`src/rtl/core/clock_set_menu_controller_macros.svh`:
```
`ifndef CLOCK_SET_MENU_CONTROLLER_MACROS_SVH
`define CLOCK_SET_MENU_CONTROLLER_MACROS_SVH

// Check a condition at every clock edge outside reset.
`define CSMC_ALWAYS(label, cond, msg) \
    label: assert property (@(posedge clk) disable iff (!rst_n) (cond)) \
        else $error(msg);

// Check that a condition implies another at the same edge.
`define CSMC_IMPLIES(label, ante, cons, msg) \
    label: assert property (@(posedge clk) disable iff (!rst_n) (ante) |-> (cons)) \
        else $error(msg);

`endif

```
`src/rtl/core/csmc_pkg.sv`:
```
package csmc_pkg;

    typedef logic [1:0] button_t;
    typedef logic [1:0] menu_t;
    typedef logic [1:0] field_t;

    localparam button_t BTN_MODE = 2'd0;
    localparam button_t BTN_UP   = 2'd1;
    localparam button_t BTN_DOWN = 2'd2;

    localparam menu_t MENU_TIME    = 2'd0;
    localparam menu_t MENU_DATE    = 2'd1;
    localparam menu_t MENU_COUNTRY = 2'd2;
    localparam menu_t MENU_EXIT    = 2'd3;

    localparam field_t FLD_FIRST  = 2'd0;
    localparam field_t FLD_SECOND = 2'd1;
    localparam field_t FLD_THIRD  = 2'd2;

    localparam logic [4:0]  HOUR_MAX  = 5'd23;
    localparam logic [5:0]  MIN_MAX   = 6'd59;
    localparam logic [5:0]  SEC_MAX   = 6'd59;
    localparam logic [13:0] YEAR_MAX  = 14'd9999;
    localparam logic [3:0]  MONTH_MIN = 4'd1;
    localparam logic [3:0]  MONTH_MAX = 4'd12;
    localparam logic [4:0]  DAY_MIN   = 5'd1;
    localparam logic [4:0]  DAY_MAX   = 5'd31;

endpackage

```
`src/rtl/core/clock_set_menu_controller.sv`:
```
// Three-button menu controller for setting the time, date and country.
// Input channel (item_valid / item_stall): one button press per item
// (mode 0 = mode, 1 = up, 2 = down) with the current clock time and date.
// Output channel (result_valid / result_stall): one result per item with the
// save and exit strobes, menu position, edit flag, field cursor, the edit
// registers and the country selection, all as they stand after the press.
// An item that is taken is registered in the input register, processed and
// then registered in the result register, where result_valid shows it.
// Throughput: one item per cycle while result_stall is low; the menu and
// edit state update in the logic between the input and result registers.
// Reset clears the menu position, edit flag, cursors, country and both valid
// flags; the edit registers hold no meaning until the first entry into edit.
// While result_stall is high the result holds, one more item is taken into
// the input register and item_stall then rises until the result is taken.
`include "clock_set_menu_controller_macros.svh"

module clock_set_menu_controller
    import csmc_pkg::*;
(
    input  logic        clk,
    input  logic        rst_n,
    input  logic        item_valid,
    output logic        item_stall,
    input  logic [1:0]  mode,
    input  logic [4:0]  cur_hour,
    input  logic [5:0]  cur_minute,
    input  logic [5:0]  cur_second,
    input  logic [13:0] cur_year,
    input  logic [3:0]  cur_month,
    input  logic [4:0]  cur_day,
    output logic        result_valid,
    input  logic        result_stall,
    output logic        save_strobe,
    output logic        exit_strobe,
    output logic [1:0]  menu_item,
    output logic        editing,
    output logic [1:0]  field_cursor,
    output logic [4:0]  set_hour,
    output logic [5:0]  set_minute,
    output logic [5:0]  set_second,
    output logic [13:0] set_year,
    output logic [3:0]  set_month,
    output logic [4:0]  set_day,
    output logic        country_sel
);

    logic        s1_valid_reg;
    button_t     s1_mode_reg;
    logic [4:0]  s1_hour_reg;
    logic [5:0]  s1_minute_reg;
    logic [5:0]  s1_second_reg;
    logic [13:0] s1_year_reg;
    logic [3:0]  s1_month_reg;
    logic [4:0]  s1_day_reg;

    menu_t       menu_pos_reg,    menu_pos_next;
    logic        edit_active_reg, edit_active_next;
    field_t      time_cursor_reg, time_cursor_next;
    field_t      date_cursor_reg, date_cursor_next;
    logic        country_reg,     country_next;
    logic [4:0]  hour_reg,        hour_next;
    logic [5:0]  minute_reg,      minute_next;
    logic [5:0]  second_reg,      second_next;
    logic [13:0] year_reg,        year_next;
    logic [3:0]  month_reg,       month_next;
    logic [4:0]  day_reg,         day_next;

    logic        save_next;
    logic        exit_next;
    field_t      cursor_next;

    logic        out_valid_reg;
    logic        save_reg;
    logic        exit_reg;
    menu_t       menu_out_reg;
    logic        edit_out_reg;
    field_t      cursor_out_reg;
    logic [4:0]  hour_out_reg;
    logic [5:0]  minute_out_reg;
    logic [5:0]  second_out_reg;
    logic [13:0] year_out_reg;
    logic [3:0]  month_out_reg;
    logic [4:0]  day_out_reg;
    logic        country_out_reg;

    logic        advance;
    logic        take;
    logic        fire;

    logic [4:0]  hour_up,   hour_dn;
    logic [5:0]  minute_up, minute_dn;
    logic [5:0]  second_up, second_dn;
    logic [13:0] year_up,   year_dn;
    logic [3:0]  month_up,  month_dn;
    logic [4:0]  day_up,    day_dn;

    assign advance    = !out_valid_reg || !result_stall;
    assign item_stall = s1_valid_reg && !advance;
    assign take       = item_valid && !item_stall;
    assign fire       = s1_valid_reg && advance;

    always_ff @(posedge clk or negedge rst_n)
    begin
        if (!rst_n)
        begin
            s1_valid_reg <= 1'b0;
        end
        else if (take)
        begin
            s1_valid_reg <= 1'b1;
        end
        else if (advance)
        begin
            s1_valid_reg <= 1'b0;
        end
    end

    always_ff @(posedge clk)
    begin
        if (take)
        begin
            s1_mode_reg   <= mode;
            s1_hour_reg   <= cur_hour;
            s1_minute_reg <= cur_minute;
            s1_second_reg <= cur_second;
            s1_year_reg   <= cur_year;
            s1_month_reg  <= cur_month;
            s1_day_reg    <= cur_day;
        end
    end

    assign hour_up   = (hour_reg >= HOUR_MAX) ? 5'd0 : hour_reg + 5'd1;
    assign hour_dn   = (hour_reg == 5'd0) ? HOUR_MAX : hour_reg - 5'd1;
    assign minute_up = (minute_reg >= MIN_MAX) ? 6'd0 : minute_reg + 6'd1;
    assign minute_dn = (minute_reg == 6'd0) ? MIN_MAX : minute_reg - 6'd1;
    assign second_up = (second_reg >= SEC_MAX) ? 6'd0 : second_reg + 6'd1;
    assign second_dn = (second_reg == 6'd0) ? SEC_MAX : second_reg - 6'd1;
    assign year_up   = (year_reg < YEAR_MAX) ? year_reg + 14'd1 : year_reg;
    assign year_dn   = (year_reg > 14'd0) ? year_reg - 14'd1 : year_reg;
    assign month_up  = (month_reg >= MONTH_MAX) ? MONTH_MIN : month_reg + 4'd1;
    assign month_dn  = (month_reg <= MONTH_MIN) ? MONTH_MAX : month_reg - 4'd1;
    assign day_up    = (day_reg >= DAY_MAX) ? DAY_MIN : day_reg + 5'd1;
    assign day_dn    = (day_reg <= DAY_MIN) ? DAY_MAX : day_reg - 5'd1;

    always_comb
    begin
        menu_pos_next    = menu_pos_reg;
        edit_active_next = edit_active_reg;
        time_cursor_next = time_cursor_reg;
        date_cursor_next = date_cursor_reg;
        country_next     = country_reg;
        hour_next        = hour_reg;
        minute_next      = minute_reg;
        second_next      = second_reg;
        year_next        = year_reg;
        month_next       = month_reg;
        day_next         = day_reg;
        save_next        = 1'b0;
        exit_next        = 1'b0;

        unique case (s1_mode_reg)
            BTN_MODE:
            begin
                if (!edit_active_reg)
                begin
                    if (menu_pos_reg == MENU_EXIT)
                    begin
                        exit_next = 1'b1;
                    end
                    else
                    begin
                        hour_next   = (s1_hour_reg > HOUR_MAX) ? HOUR_MAX : s1_hour_reg;
                        minute_next = (s1_minute_reg > MIN_MAX) ? MIN_MAX : s1_minute_reg;
                        second_next = (s1_second_reg > SEC_MAX) ? SEC_MAX : s1_second_reg;
                        year_next   = (s1_year_reg > YEAR_MAX) ? YEAR_MAX : s1_year_reg;
                        month_next  = (s1_month_reg < MONTH_MIN) ? MONTH_MIN :
                                      (s1_month_reg > MONTH_MAX) ? MONTH_MAX : s1_month_reg;
                        day_next    = (s1_day_reg < DAY_MIN) ? DAY_MIN : s1_day_reg;
                        time_cursor_next = FLD_FIRST;
                        date_cursor_next = FLD_FIRST;
                        edit_active_next = 1'b1;
                    end
                end
                else
                begin
                    unique case (menu_pos_reg)
                        MENU_TIME:
                        begin
                            if (time_cursor_reg < FLD_THIRD)
                            begin
                                time_cursor_next = time_cursor_reg + 2'd1;
                            end
                            else
                            begin
                                save_next        = 1'b1;
                                time_cursor_next = FLD_FIRST;
                                edit_active_next = 1'b0;
                            end
                        end
                        MENU_DATE:
                        begin
                            if (date_cursor_reg < FLD_THIRD)
                            begin
                                date_cursor_next = date_cursor_reg + 2'd1;
                            end
                            else
                            begin
                                save_next        = 1'b1;
                                date_cursor_next = FLD_FIRST;
                                edit_active_next = 1'b0;
                            end
                        end
                        MENU_COUNTRY:
                        begin
                            edit_active_next = 1'b0;
                        end
                        default:
                        begin
                        end
                    endcase
                end
            end
            BTN_UP, BTN_DOWN:
            begin
                if (!edit_active_reg)
                begin
                    if (s1_mode_reg == BTN_UP && menu_pos_reg != MENU_TIME)
                    begin
                        menu_pos_next = menu_pos_reg - 2'd1;
                    end
                    else if (s1_mode_reg == BTN_DOWN && menu_pos_reg != MENU_EXIT)
                    begin
                        menu_pos_next = menu_pos_reg + 2'd1;
                    end
                end
                else
                begin
                    unique case (menu_pos_reg)
                        MENU_TIME:
                        begin
                            unique case (time_cursor_reg)
                                FLD_FIRST:
                                    hour_next = (s1_mode_reg == BTN_UP) ? hour_up : hour_dn;
                                FLD_SECOND:
                                    minute_next = (s1_mode_reg == BTN_UP) ? minute_up
                                                                          : minute_dn;
                                FLD_THIRD:
                                    second_next = (s1_mode_reg == BTN_UP) ? second_up
                                                                          : second_dn;
                                default:
                                begin
                                end
                            endcase
                        end
                        MENU_DATE:
                        begin
                            unique case (date_cursor_reg)
                                FLD_FIRST:
                                    year_next = (s1_mode_reg == BTN_UP) ? year_up : year_dn;
                                FLD_SECOND:
                                    month_next = (s1_mode_reg == BTN_UP) ? month_up : month_dn;
                                FLD_THIRD:
                                    day_next = (s1_mode_reg == BTN_UP) ? day_up : day_dn;
                                default:
                                begin
                                end
                            endcase
                        end
                        MENU_COUNTRY:
                        begin
                            country_next = !country_reg;
                        end
                        default:
                        begin
                        end
                    endcase
                end
            end
            default:
            begin
            end
        endcase

        unique case (menu_pos_next)
            MENU_TIME: cursor_next = time_cursor_next;
            MENU_DATE: cursor_next = date_cursor_next;
            default:   cursor_next = FLD_FIRST;
        endcase
    end

    always_ff @(posedge clk or negedge rst_n)
    begin
        if (!rst_n)
        begin
            menu_pos_reg    <= MENU_TIME;
            edit_active_reg <= 1'b0;
            time_cursor_reg <= FLD_FIRST;
            date_cursor_reg <= FLD_FIRST;
            country_reg     <= 1'b0;
            out_valid_reg   <= 1'b0;
        end
        else
        begin
            if (fire)
            begin
                menu_pos_reg    <= menu_pos_next;
                edit_active_reg <= edit_active_next;
                time_cursor_reg <= time_cursor_next;
                date_cursor_reg <= date_cursor_next;
                country_reg     <= country_next;
            end
            if (advance)
            begin
                out_valid_reg <= s1_valid_reg;
            end
        end
    end

    always_ff @(posedge clk)
    begin
        if (fire)
        begin
            hour_reg        <= hour_next;
            minute_reg      <= minute_next;
            second_reg      <= second_next;
            year_reg        <= year_next;
            month_reg       <= month_next;
            day_reg         <= day_next;
            save_reg        <= save_next;
            exit_reg        <= exit_next;
            menu_out_reg    <= menu_pos_next;
            edit_out_reg    <= edit_active_next;
            cursor_out_reg  <= cursor_next;
            hour_out_reg    <= hour_next;
            minute_out_reg  <= minute_next;
            second_out_reg  <= second_next;
            year_out_reg    <= year_next;
            month_out_reg   <= month_next;
            day_out_reg     <= day_next;
            country_out_reg <= country_next;
        end
    end

    assign result_valid = out_valid_reg;
    assign save_strobe  = save_reg;
    assign exit_strobe  = exit_reg;
    assign menu_item    = menu_out_reg;
    assign editing      = edit_out_reg;
    assign field_cursor = cursor_out_reg;
    assign set_hour     = hour_out_reg;
    assign set_minute   = minute_out_reg;
    assign set_second   = second_out_reg;
    assign set_year     = year_out_reg;
    assign set_month    = month_out_reg;
    assign set_day      = day_out_reg;
    assign country_sel  = country_out_reg;

    `CSMC_ALWAYS(a_edit_not_on_exit, !(edit_active_reg && menu_pos_reg == MENU_EXIT), "edit active on exit item")
    `CSMC_IMPLIES(a_strobes_exclusive, out_valid_reg, !(save_reg && exit_reg), "save and exit strobes together")
    `CSMC_IMPLIES(a_save_leaves_edit, out_valid_reg && save_reg, !edit_out_reg && cursor_out_reg == FLD_FIRST, "save strobe while still editing")
    `CSMC_IMPLIES(a_exit_from_menu, out_valid_reg && exit_reg, !edit_out_reg && menu_out_reg == MENU_EXIT, "exit strobe away from exit item")
    `CSMC_IMPLIES(a_stall_only_full, item_stall, s1_valid_reg && out_valid_reg && result_stall, "input stalled with room free")

endmodule
```
`config.mk`:
```
export PLATFORM = sky130hd
export DESIGN_NAME = clock_set_menu_controller
export DESIGN_NICKNAME = d
export VERILOG_FILES = /design/src/rtl/core/csmc_pkg.sv /design/src/rtl/core/clock_set_menu_controller.sv
export VERILOG_INCLUDE_DIRS = /design/src /design/src/rtl/core
export SDC_FILE = /design/constraint.sdc
export NUM_CORES = 1
export LEC_CHECK = 0
export BUFFER_PORTS_ARGS = -buffer_cell sky130_fd_sc_hd__buf_2
export CELL_PAD_IN_SITES_DETAIL_PLACEMENT = 1
export CELL_PAD_IN_SITES_GLOBAL_PLACEMENT = 2
export CORE_MARGIN = 5
export CORE_UTILIZATION = 34
export CTS_BUF_LIST = sky130_fd_sc_hd__clkbuf_2
export CTS_CLUSTER_SIZE = 20
export DETAILED_ROUTE_END_ITERATION = 7
export GPL_TIMING_DRIVEN = 0
export PLACE_DENSITY = 0.88
export SYNTH_ARGS = -nofsm -noshare
export SYNTH_HDL_FRONTEND = slang
export SYNTH_SLANG_ARGS = --single-unit
export TNS_END_PERCENT = 1
```
`constraint.sdc`:
```
create_clock -name clk -period 2.5 [get_ports clk]
set_input_delay 0.375 -clock clk [delete_from_list [all_inputs] [get_ports clk]]
set_output_delay 0.375 -clock clk [all_outputs]
set_load 0.005 [all_outputs]
```
; ---- Yosys cells after proc, flatten, opt, wreduce, memory -nomap -nowiden
; Cells that the tools add are included.
[classes]
bitwise_logic = 1
n_reduce_logical = 31
addsub = 16
n_mux = 91
n_lt_le_gt_ge = 18
eq_ne = 24
[op_table]
columns = cell, count
row1 = 14-bit two-way mux, 9
row2 = 6-bit two-way mux, 18
row3 = 5-bit two-way mux, 18
row4 = 4-bit two-way mux, 10
row5 = 7-bit AND reduction, 5
row6 = 2-bit two-way mux, 14
row7 = 14-bit one-hot mux with 2 select lines, 1
row8 = 6-bit one-hot mux with 2 select lines, 2
row9 = 5-bit one-hot mux with 2 select lines, 2
row10 = 14-bit by 1-bit adder with 14-bit output (second input constant), 1
row11 = 14-bit by 1-bit > comparator with 1-bit output (second input constant), 1
row12 = 14-bit > comparator (second input constant), 1
row13 = 14-bit less-than comparator (second input constant), 1
row14 = 14-bit by 1-bit subtractor with 14-bit output (second input constant), 1
row15 = 1-bit two-way mux, 13
row16 = 6-bit by 1-bit adder with 6-bit output (second input constant), 2
row17 = 6-bit >= comparator (second input constant), 2
row18 = 6-bit > comparator (second input constant), 2
row19 = 6-bit logical NOT, 2
row20 = 2-bit by 1-bit != test with 1-bit output (second input constant), 6
row21 = 2-bit != test (second input constant), 6
row22 = 6-bit by 1-bit subtractor with 6-bit output (second input constant), 2
row23 = 5-bit by 1-bit adder with 5-bit output (second input constant), 2
row24 = 2-bit by 1-bit equality test with 1-bit output (second input constant), 5
row25 = 30 further kinds, 55
[totals]
reg_bits = 100
in_bits = 46
elab_cells = 207

; ---- Logic depth before layout (Yosys ltp)
; Gate-level depths: netlist of the first run.
[depth]
word_depth = 8
mapped_depth = 12

; ---- Worst setup path after synthesis of the first run
; Ideal clock, no wire load.
[synth_path]
path_type = register -> register
startpoint = register s1_mode_reg[1]
endpoint = register year_out_reg[8], in the netlist set_year[8] (data pin)
t_arrival_ns = 2.444
n_path_buf = 3
setup_ns = 0.268
path_stages_with_launch = 13
slack_ns = -0.212
path_cell_list = edfxtp_1 > inv_1 > ha_1 > buf_4 > buf_2 > buf_2 > xnor2_1 > ha_1 > nor2_1 > o21bai_2 > a2111o_1 > a211oi_2 > a311oi_1
[synth_between]
elab_chain_cells = 6
elab_cells_between_ends = 9
[synth_lines]
columns = item, line
row1 = from (decl), clock_set_menu_controller.sv:48  ; button_t s1_mode_reg;
row2 = from (signal assigned), clock_set_menu_controller.sv:122  ; s1_mode_reg <= mode;
row3 = 2-bit by 1-bit equality test with 1-bit output, "clock_set_menu_controller.sv:161, clock_set_menu_controller.sv:259"
row4 = 14-bit two-way mux, clock_set_menu_controller.sv:259  ; year_next = (s1_mode_reg == BTN_UP) ? year_up : year_dn;
row5 = 14-bit two-way mux, clock_set_menu_controller.sv:257  ; unique case (date_cursor_reg)
row6 = 14-bit two-way mux, clock_set_menu_controller.sv:238  ; unique case (menu_pos_reg)
row7 = 14-bit two-way mux, clock_set_menu_controller.sv:225  ; if (!edit_active_reg)
row8 = 14-bit one-hot mux with 2 select lines (*), clock_set_menu_controller.sv:161  ; unique case (s1_mode_reg)
row9 = net year_next[8], clock_set_menu_controller.sv:64  ; logic [13:0] year_reg, year_next;
row10 = to (signal assigned), clock_set_menu_controller.sv:337  ; year_out_reg <= year_next;
row11 = to (decl), clock_set_menu_controller.sv:81  ; logic [13:0] year_out_reg;
; The timed path passes the listed nets; every way through them passes the cells marked *. The select of a mux whose other input is x is not followed.
; A chain may end at the register's enable or synchronous reset.

; ---- Worst setup path after layout of the first run
; Ends and elaborated chain as after synthesis.

==> impl_metrics.tcl, run 1 <==
set metrics [dict create \
    outcome "finished clean" \
    layout.nets 847 \
    ys.flop_type "edfxtp_1" \
    globalplace.congestion 0.884 \
    cts_sinks 100 \
    cts_buffers 9 \
    drv_cap 0 \
    grt_max_degree 31 \
    antenna_found_initial 1 \
    powerDensity_nw_per_um2 614 \
    drtIter0Drc 317 \
    crit_required_ps 3010 \
    drv_slew 0 \
    detail-route-antenna-nets 0 \
    r2r_slack_ps 20 \
    start_kind "flip-flop" \
    reg2reg_depth 10 \
    worstSetupPathType "flip-flop to flip-flop" \
    reg2reg_to "set_year[8]" \
    syn-num-nets 684 \
    clkTransAtPathRegs_ps 340 \
    fin_worst_skew_ps 67.8 \
    hold_ws_ps 73.0 \
    clk_latency_ps 700 \
    avgSynthCellArea_um2 9.96 \
    critPathMaxFanout 12 \
    crit_end "set_year[8]" \
    yosys_warnings 0 \
    io-pin-count 96 \
    area.growth.synth_to_final_pct 28.0 \
    yosysSeqAreaShare 0.491 \
    drc 0 \
    worstPathArrival_ps 2990 \
    min_period_ps 2480 \
    r2r-start "s1_mode_reg[1]" \
    die_x_um 143 \
    async_flop_share 0.100 \
    clock_path_buffers 2 \
    tightestPinTransition_ps 756 \
    p_leak_nw 2.97 \
    ctsRootBufferMaster "clkbuf_2" \
    setup_violations 0 \
    ctsHtreeMaxLevel 3 \
    routed_wl_um 18900 \
    max_freq_ghz 0.404 \
    ys_types 60 \
    timing.critical_path.to_type "flip-flop" \
    drt_pre_antenna_iters 4 \
    dieArea_um2 20500 \
    num_rows 48 \
    first_global_vias 5927 \
    wire_per_inst_um 18.9 \
    slew-limit-headroom 0.496 \
    grt_pass1_wl_um 30300 \
    hold_path.class "input port to async pin" \
    hpwlAfterDp_um 13500 \
    grt_setup_unrepaired "true" \
    cts_tree "done" \
    total_power_w 0.00473 \
    vias 5385 \
    grt-ovfl-total 0 \
    netlist_area_um2 6020 \
    fp.dieH_um 143 \
    min_period_over_period 0.991 \
    initial_core_util 0.347 \
    hold_viol 0 \
    layout-drive-gt1-share 0.233 \
    ys_ff_latch 100 \
    port-buffer-count 95 \
    syn-instance-count 604 \
    grt_usage 0.188 \
    synth-edff-count 90 \
    crit_path_start "s1_mode_reg[1]" \
    vias_per_cell 5.40 \
    ir_drop_uv 253 \
    core_um2 17400 \
]
-- Yosys cell counts, types with 7 or more instances --
master,count,area share
nor3_1,19,0.016
buf_2,8,0.0067
clkbuf_1,15,0.0094
dfrtp_1,10,0.042
xor2_1,13,0.019
a21oi_1,63,0.052
o21ai_0,39,0.032
nor2_1,54,0.034
nand2b_1,7,0.0073
a22oi_1,7,0.0087
inv_1,33,0.021
a211oi_1,9,0.011
nand4_1,8,0.0083
a21o_1,7,0.0087
ha_1,34,0.071
nand2_1,46,0.029
a31oi_1,16,0.017
nand3_1,22,0.018
xnor2_1,14,0.020
edfxtp_1,90,0.45
-- final cells by class --
class / count / area, um^2
Buffer: 22 / 130
Inverter: 33 / 131
Fill cell: 1994 / 9650
Antenna cell: 1 / 2.50
Sequential cell: 100 / 2950
Multi-Input combinational cell: 446 / 3010
Tap cell: 225 / 282
Clock inverter: 7 / 66.3
Timing Repair Buffer: 155 / 1080
Clock buffer: 9 / 45.0
-- where the power goes --
part | internal [W] | switching [W] | total (W)
combinational | 0.000671 | 0.000926 | 0.00160
sequential | 0.00209 | 0.000202 | 0.00229
clock | 0.000226 | 0.000616 | 0.000842
total | 0.00299 | 0.00174 | 0.00473
-- kinds of logic after synthesis --
| family | synth area share |
|---|---|
| multiplexers | 0.0137 |
| adder cells (fa/ha/maj) | 0.0707 |
| AO/OA/AOI/OAI | 0.195 |
| buffers and inverters | 0.0385 |
| AND/OR/NAND/NOR | 0.152 |
| XOR/XNOR | 0.0393 |
| flip-flops | 0.491 |
-- critical path, cell delays in order (launching register included) --
cell,delay [ps]
edfxtp_1,480
inv_2,110
ha_4,220
inv_8,80
ha_4,220
buf_6,130
a211oi_2,200
nor2_2,90
a2111o_1,480
a211oi_2,230
a311oi_2,60
-- stage by stage --
stage                     setup TNS (ps)  instances  setup slack, ps  cell area [um^2]  utilization
after floorplan                    -11.2        604            -11.2              6050            -
after global placement            -23010        924             -841              6810        0.392
after detailed placement          -17710        925             -799              6830        0.394
after CTS                           -261        992            -94.5              7540        0.434
after global routing                -184        998            -70.8              7700        0.444
final                                  0        998             22.3              7700        0.444
-- cells in the final DEF (no fill, tap or decap), drive strengths merged, types with 3 or more instances in the layout --
cell and n:
o21a 3, a311oi 4, a21o 7, and3 5
or3 6, nand4 8, xnor2 14, nand2 46
o22ai 6, nor2 54, nor4 4, a221oi 3
nand2b 7, clkinv 3, o2111ai 4, dfrtp 10
a211oi 11, buf 115, nand3 22, inv 34
mux2i 6, a21oi 64, nor2b 7, xor2 13
clkbuf 25, edfxtp 90, o21ai 42, a31oi 16
nor3 19, ha 34, a22oi 7, nor3b 4
dlygate4sd3 46, and2 6
-- layer usage --
layer | up-vias | global-route usage | part of all wire
met5 | - | 0 | 0
met4 | 0 | 0.0545 | 0.018
met3 | 32 | 0.0405 | 0.048
met2 | 124 | 0.333 | 0.51
met1 | 2642 | 0.229 | 0.43
li1 | 2587 | - | -
-- worst min path at each step --
stage                     startpoint            endpoint  depth (start not counted)  slack (ps)
after floorplan                rst_n         country_reg                          0          80
after global placement         rst_n  date_cursor_reg[0]                          1         250
after detailed placement       rst_n  time_cursor_reg[0]                          1         260
after CTS                      rst_n     edit_active_reg                          2          40
after global routing           rst_n     edit_active_reg                          2          10
final                          rst_n     edit_active_reg                          2          70
-- timing repair --
| action | CTS | global route |
|---|---|---|
| cloned | 0 | 1 |
| resized for setup | 33 | 27 |
| pin swaps | 5 | 6 |
| endpoints found under the hold margin | 54 | 0 |
| hold buffers | 46 | 0 |
| setup endpoints to repair | 72 | 49 |
| setup buffers | 7 | 5 |
Power figures use the tool's default switching activity.
==> run 2: changes to the inputs <==
--- a/config.mk
+++ b/config.mk
@@ -6,16 +6,17 @@
 export SDC_FILE = /design/constraint.sdc
 export NUM_CORES = 1
 export LEC_CHECK = 0
+export ABC_AREA = 1
 export BUFFER_PORTS_ARGS = -buffer_cell sky130_fd_sc_hd__buf_2
 export CELL_PAD_IN_SITES_DETAIL_PLACEMENT = 1
 export CELL_PAD_IN_SITES_GLOBAL_PLACEMENT = 2
 export CORE_MARGIN = 5
-export CORE_UTILIZATION = 34
+export CORE_UTILIZATION = 32
 export CTS_BUF_LIST = sky130_fd_sc_hd__clkbuf_2
 export CTS_CLUSTER_SIZE = 20
 export DETAILED_ROUTE_END_ITERATION = 7
 export GPL_TIMING_DRIVEN = 0
-export PLACE_DENSITY = 0.88
+export PLACE_DENSITY = 0.87
 export SYNTH_ARGS = -nofsm -noshare
 export SYNTH_HDL_FRONTEND = slang
 export SYNTH_SLANG_ARGS = --single-unit
==> run 2 against run 1 <==
  * Clock power up 8.7%
  * Die area up 5.2%
  * Fmax up 3.9%
  * Setup slack better by 92 ps
  * Cell count up 7.1%
  * Critical path type unchanged
  * Critical endpoint is now set_year[3]
  * Largest cell class is now sequential cells
  * Largest power group unchanged
==> impl_metrics.tcl, run 2 <==
set metrics [dict create \
    num_rows 50 \
    min_period_ps 2390 \
    pre_cts_slack_ps -480 \
    cts_buffers 9 \
    dp_cells 1004 \
    clock_path_buffers 2 \
    core_um2 18600 \
    p_leak_nw 3.25 \
    clk_latency_ps 610 \
    detail-route-antenna-nets 0 \
    grt_max_degree 24 \
    synthTopCellsByCount "nand2_1 (139), edfxtp_1 (90), inv_1 (69)" \
    crit_path_start "s1_mode_reg[0]" \
    start_kind "flip-flop" \
    r2r-start "s1_mode_reg[0]" \
    layout.nets 909 \
    fin_worst_skew_ps 24.9 \
    synth_mux_area_frac 0 \
    min_period_over_period 0.954 \
    ctsRootBufferMaster "clkbuf_2" \
    final_common_cell "nand2_1" \
    routed_wl_um 18500 \
    clkTransAtPathRegs_ps 280 \
    fin_setup_tns_ps 0 \
    yosys_warnings 0 \
    dieArea_um2 21500 \
    hpwlAfterDp_um 13600 \
    initial_core_util 0.322 \
    cts_sinks 100 \
    vias 5243 \
    grt-ovfl-total 0 \
    syn-num-nets 753 \
    outcome "finished clean" \
    crit_required_ps 2860 \
    antenna_found_initial 1 \
    avgSynthCellArea_um2 8.89 \
    setup_violations 0 \
    drt_pre_antenna_iters 4 \
    cts_tree "done" \
    area.growth.synth_to_final_pct 28.2 \
    layout-drive-gt1-share 0.215 \
    drv_slew 0 \
    wire_per_inst_um 17.3 \
    die_x_um 147 \
    ir_drop_uv 357 \
    synth-edff-count 90 \
    synthAdderAreaFrac 0.0711 \
    ys_ff_latch 100 \
    final-instance-count-excl-fill 1069 \
    io-pin-count 96 \
    powerDensity_nw_per_um2 610 \
    ctsHtreeMaxLevel 3 \
    synth_top_family_by_area "simple AND/OR/NAND/NOR gates" \
    synthSimpleGateAreaFrac 0.229 \
    tightestPinTransition_ps 646 \
    worst_slack_ps 114 \
    power_switching_w 0.00169 \
    hold_ws_ps 102 \
    ys_types 42 \
    worstSetupPathType "flip-flop to flip-flop" \
    yosysTopAreaCell "edfxtp_1" \
    synth.most_common_cell "nand2_1" \
    async_flop_share 0.100 \
    drtIter0Drc 224 \
    hold_path.class "input port to async pin" \
    yosysSeqAreaShare 0.494 \
    final_core_util 0.413 \
    worstPathArrival_ps 2750 \
    vias_per_cell 4.90 \
    hold_viol 0 \
    first_global_vias 5508 \
    timing.critical_path.to_type "flip-flop" \
    fp.dieH_um 147 \
    synth_top_cell_area_share 0.452 \
    globalplace.congestion 0.861 \
    p_comb_frac 0.329 \
    final_cell_mix "nand2_1 (137), buf_2 (99), edfxtp_1 (90), inv_1 (67), nor2_1 (65)" \
    drc 0 \
    p_seq_frac 0.476 \
    syn-instance-count 673 \
    grt_pass1_wl_um 29300 \
    slew-limit-headroom 0.570 \
    netlist_area_um2 5980 \
    clkPwrFrac 0.196 \
    synth_compound_area_frac 0.118 \
    synthTopCellsByArea "edfxtp_1 (45%), nand2_1 (8.7%), ha_1 (7.1%)" \
    drv_cap 0 \
    max_freq_ghz 0.419 \
    port-buffer-count 95 \
    switching_share 0.362 \
    grt_usage 0.171 \
    ys.flop_type "edfxtp_1" \
    synth_xor_area_frac 0.0289 \
    critPathMaxFanout 10 \
    p_int_w 0.00299 \
]
## run 2: power groups by stage
stage,sequential (W),clock (W),combinational (W)
finish,0.00223,0.000915,0.00154
global route,0.00226,0.00100,0.00173
CTS,0.00222,0.000956,0.00146
detailed placement,0.00226,0,0.00137
global placement,0.00226,0,0.00133
floorplan,0.00222,0,0.000919
## run 2: cell families (layout without fill, tap and decap cells)
group	count (synthesis)	in the layout
AND/OR/NAND/NOR	310	310
AO/OA/AOI/OAI	122	122
flip-flops	100	100
buffers and inverters	89	250
adder cells (fa/ha/maj)	34	34
XOR/XNOR	18	18
other	0	1
## run 2: metal layers
layer  vias up  part of all wire  GRT usage  wire, um
met4         0             0.018     0.0480       325
met1      2505              0.45      0.225      8350
met5         -                 0          0         0
met2        95              0.49      0.295      9140
li1       2623                 -          -         -
met3        20             0.036     0.0265       668
## run 2: final cells by class
class,instances,area [um^2]
plain buffers,14,101
clock inverters,7,90.1
clock buffers,9,45.0
flip-flops and latches,100,2950
well taps,234,293
repair buffers,146,991
multi-input cells,484,2920
fillers,2164,10900
diodes,1,2.50
inverters,74,280
## run 2: path summary, 6_finish.rpt
| kind | slack [ps] | cells past startpoint | to |
|---|---|---|---|
| setup / recovery | 110 | 9 | set_year[3] |
| hold / removal | 100 | 2 | edit_active_reg |
| setup reg to reg | 110 | 9 | set_year[3] |
| hold reg to reg | 510 | 2 | result_valid |
| max in group asynchronous | 2170 | 2 | menu_pos_reg[0] |
| min in group clk | 450 | 2 | s1_month_reg[1] |
## run 2: what timing repair did
item                       4_1_cts  5_1_grt
setup endpoints to repair       42       48
gates resized for setup         14       35
hold buffers                    45        0
hold endpoints to repair        54        0
setup buffers                    0        4
pin swaps                        0        2
## run 2: stage by stage
step                      area, um^2  total power [W]
after floorplan                 5980          0.00314
after global placement          6750          0.00358
after detailed placement        6790          0.00363
after CTS                       7430          0.00464
after global routing            7670          0.00499
final                           7670          0.00468
## run 2: critical path, cell delays in order (launching register included)
cell	delay (ps)
edfxtp_1	530
inv_1	100
ha_1	290
buf_4	170
inv_2	150
nor2_1	90
nor2_1	190
nand3_4	220
a21oi_4	230
buf_8	180
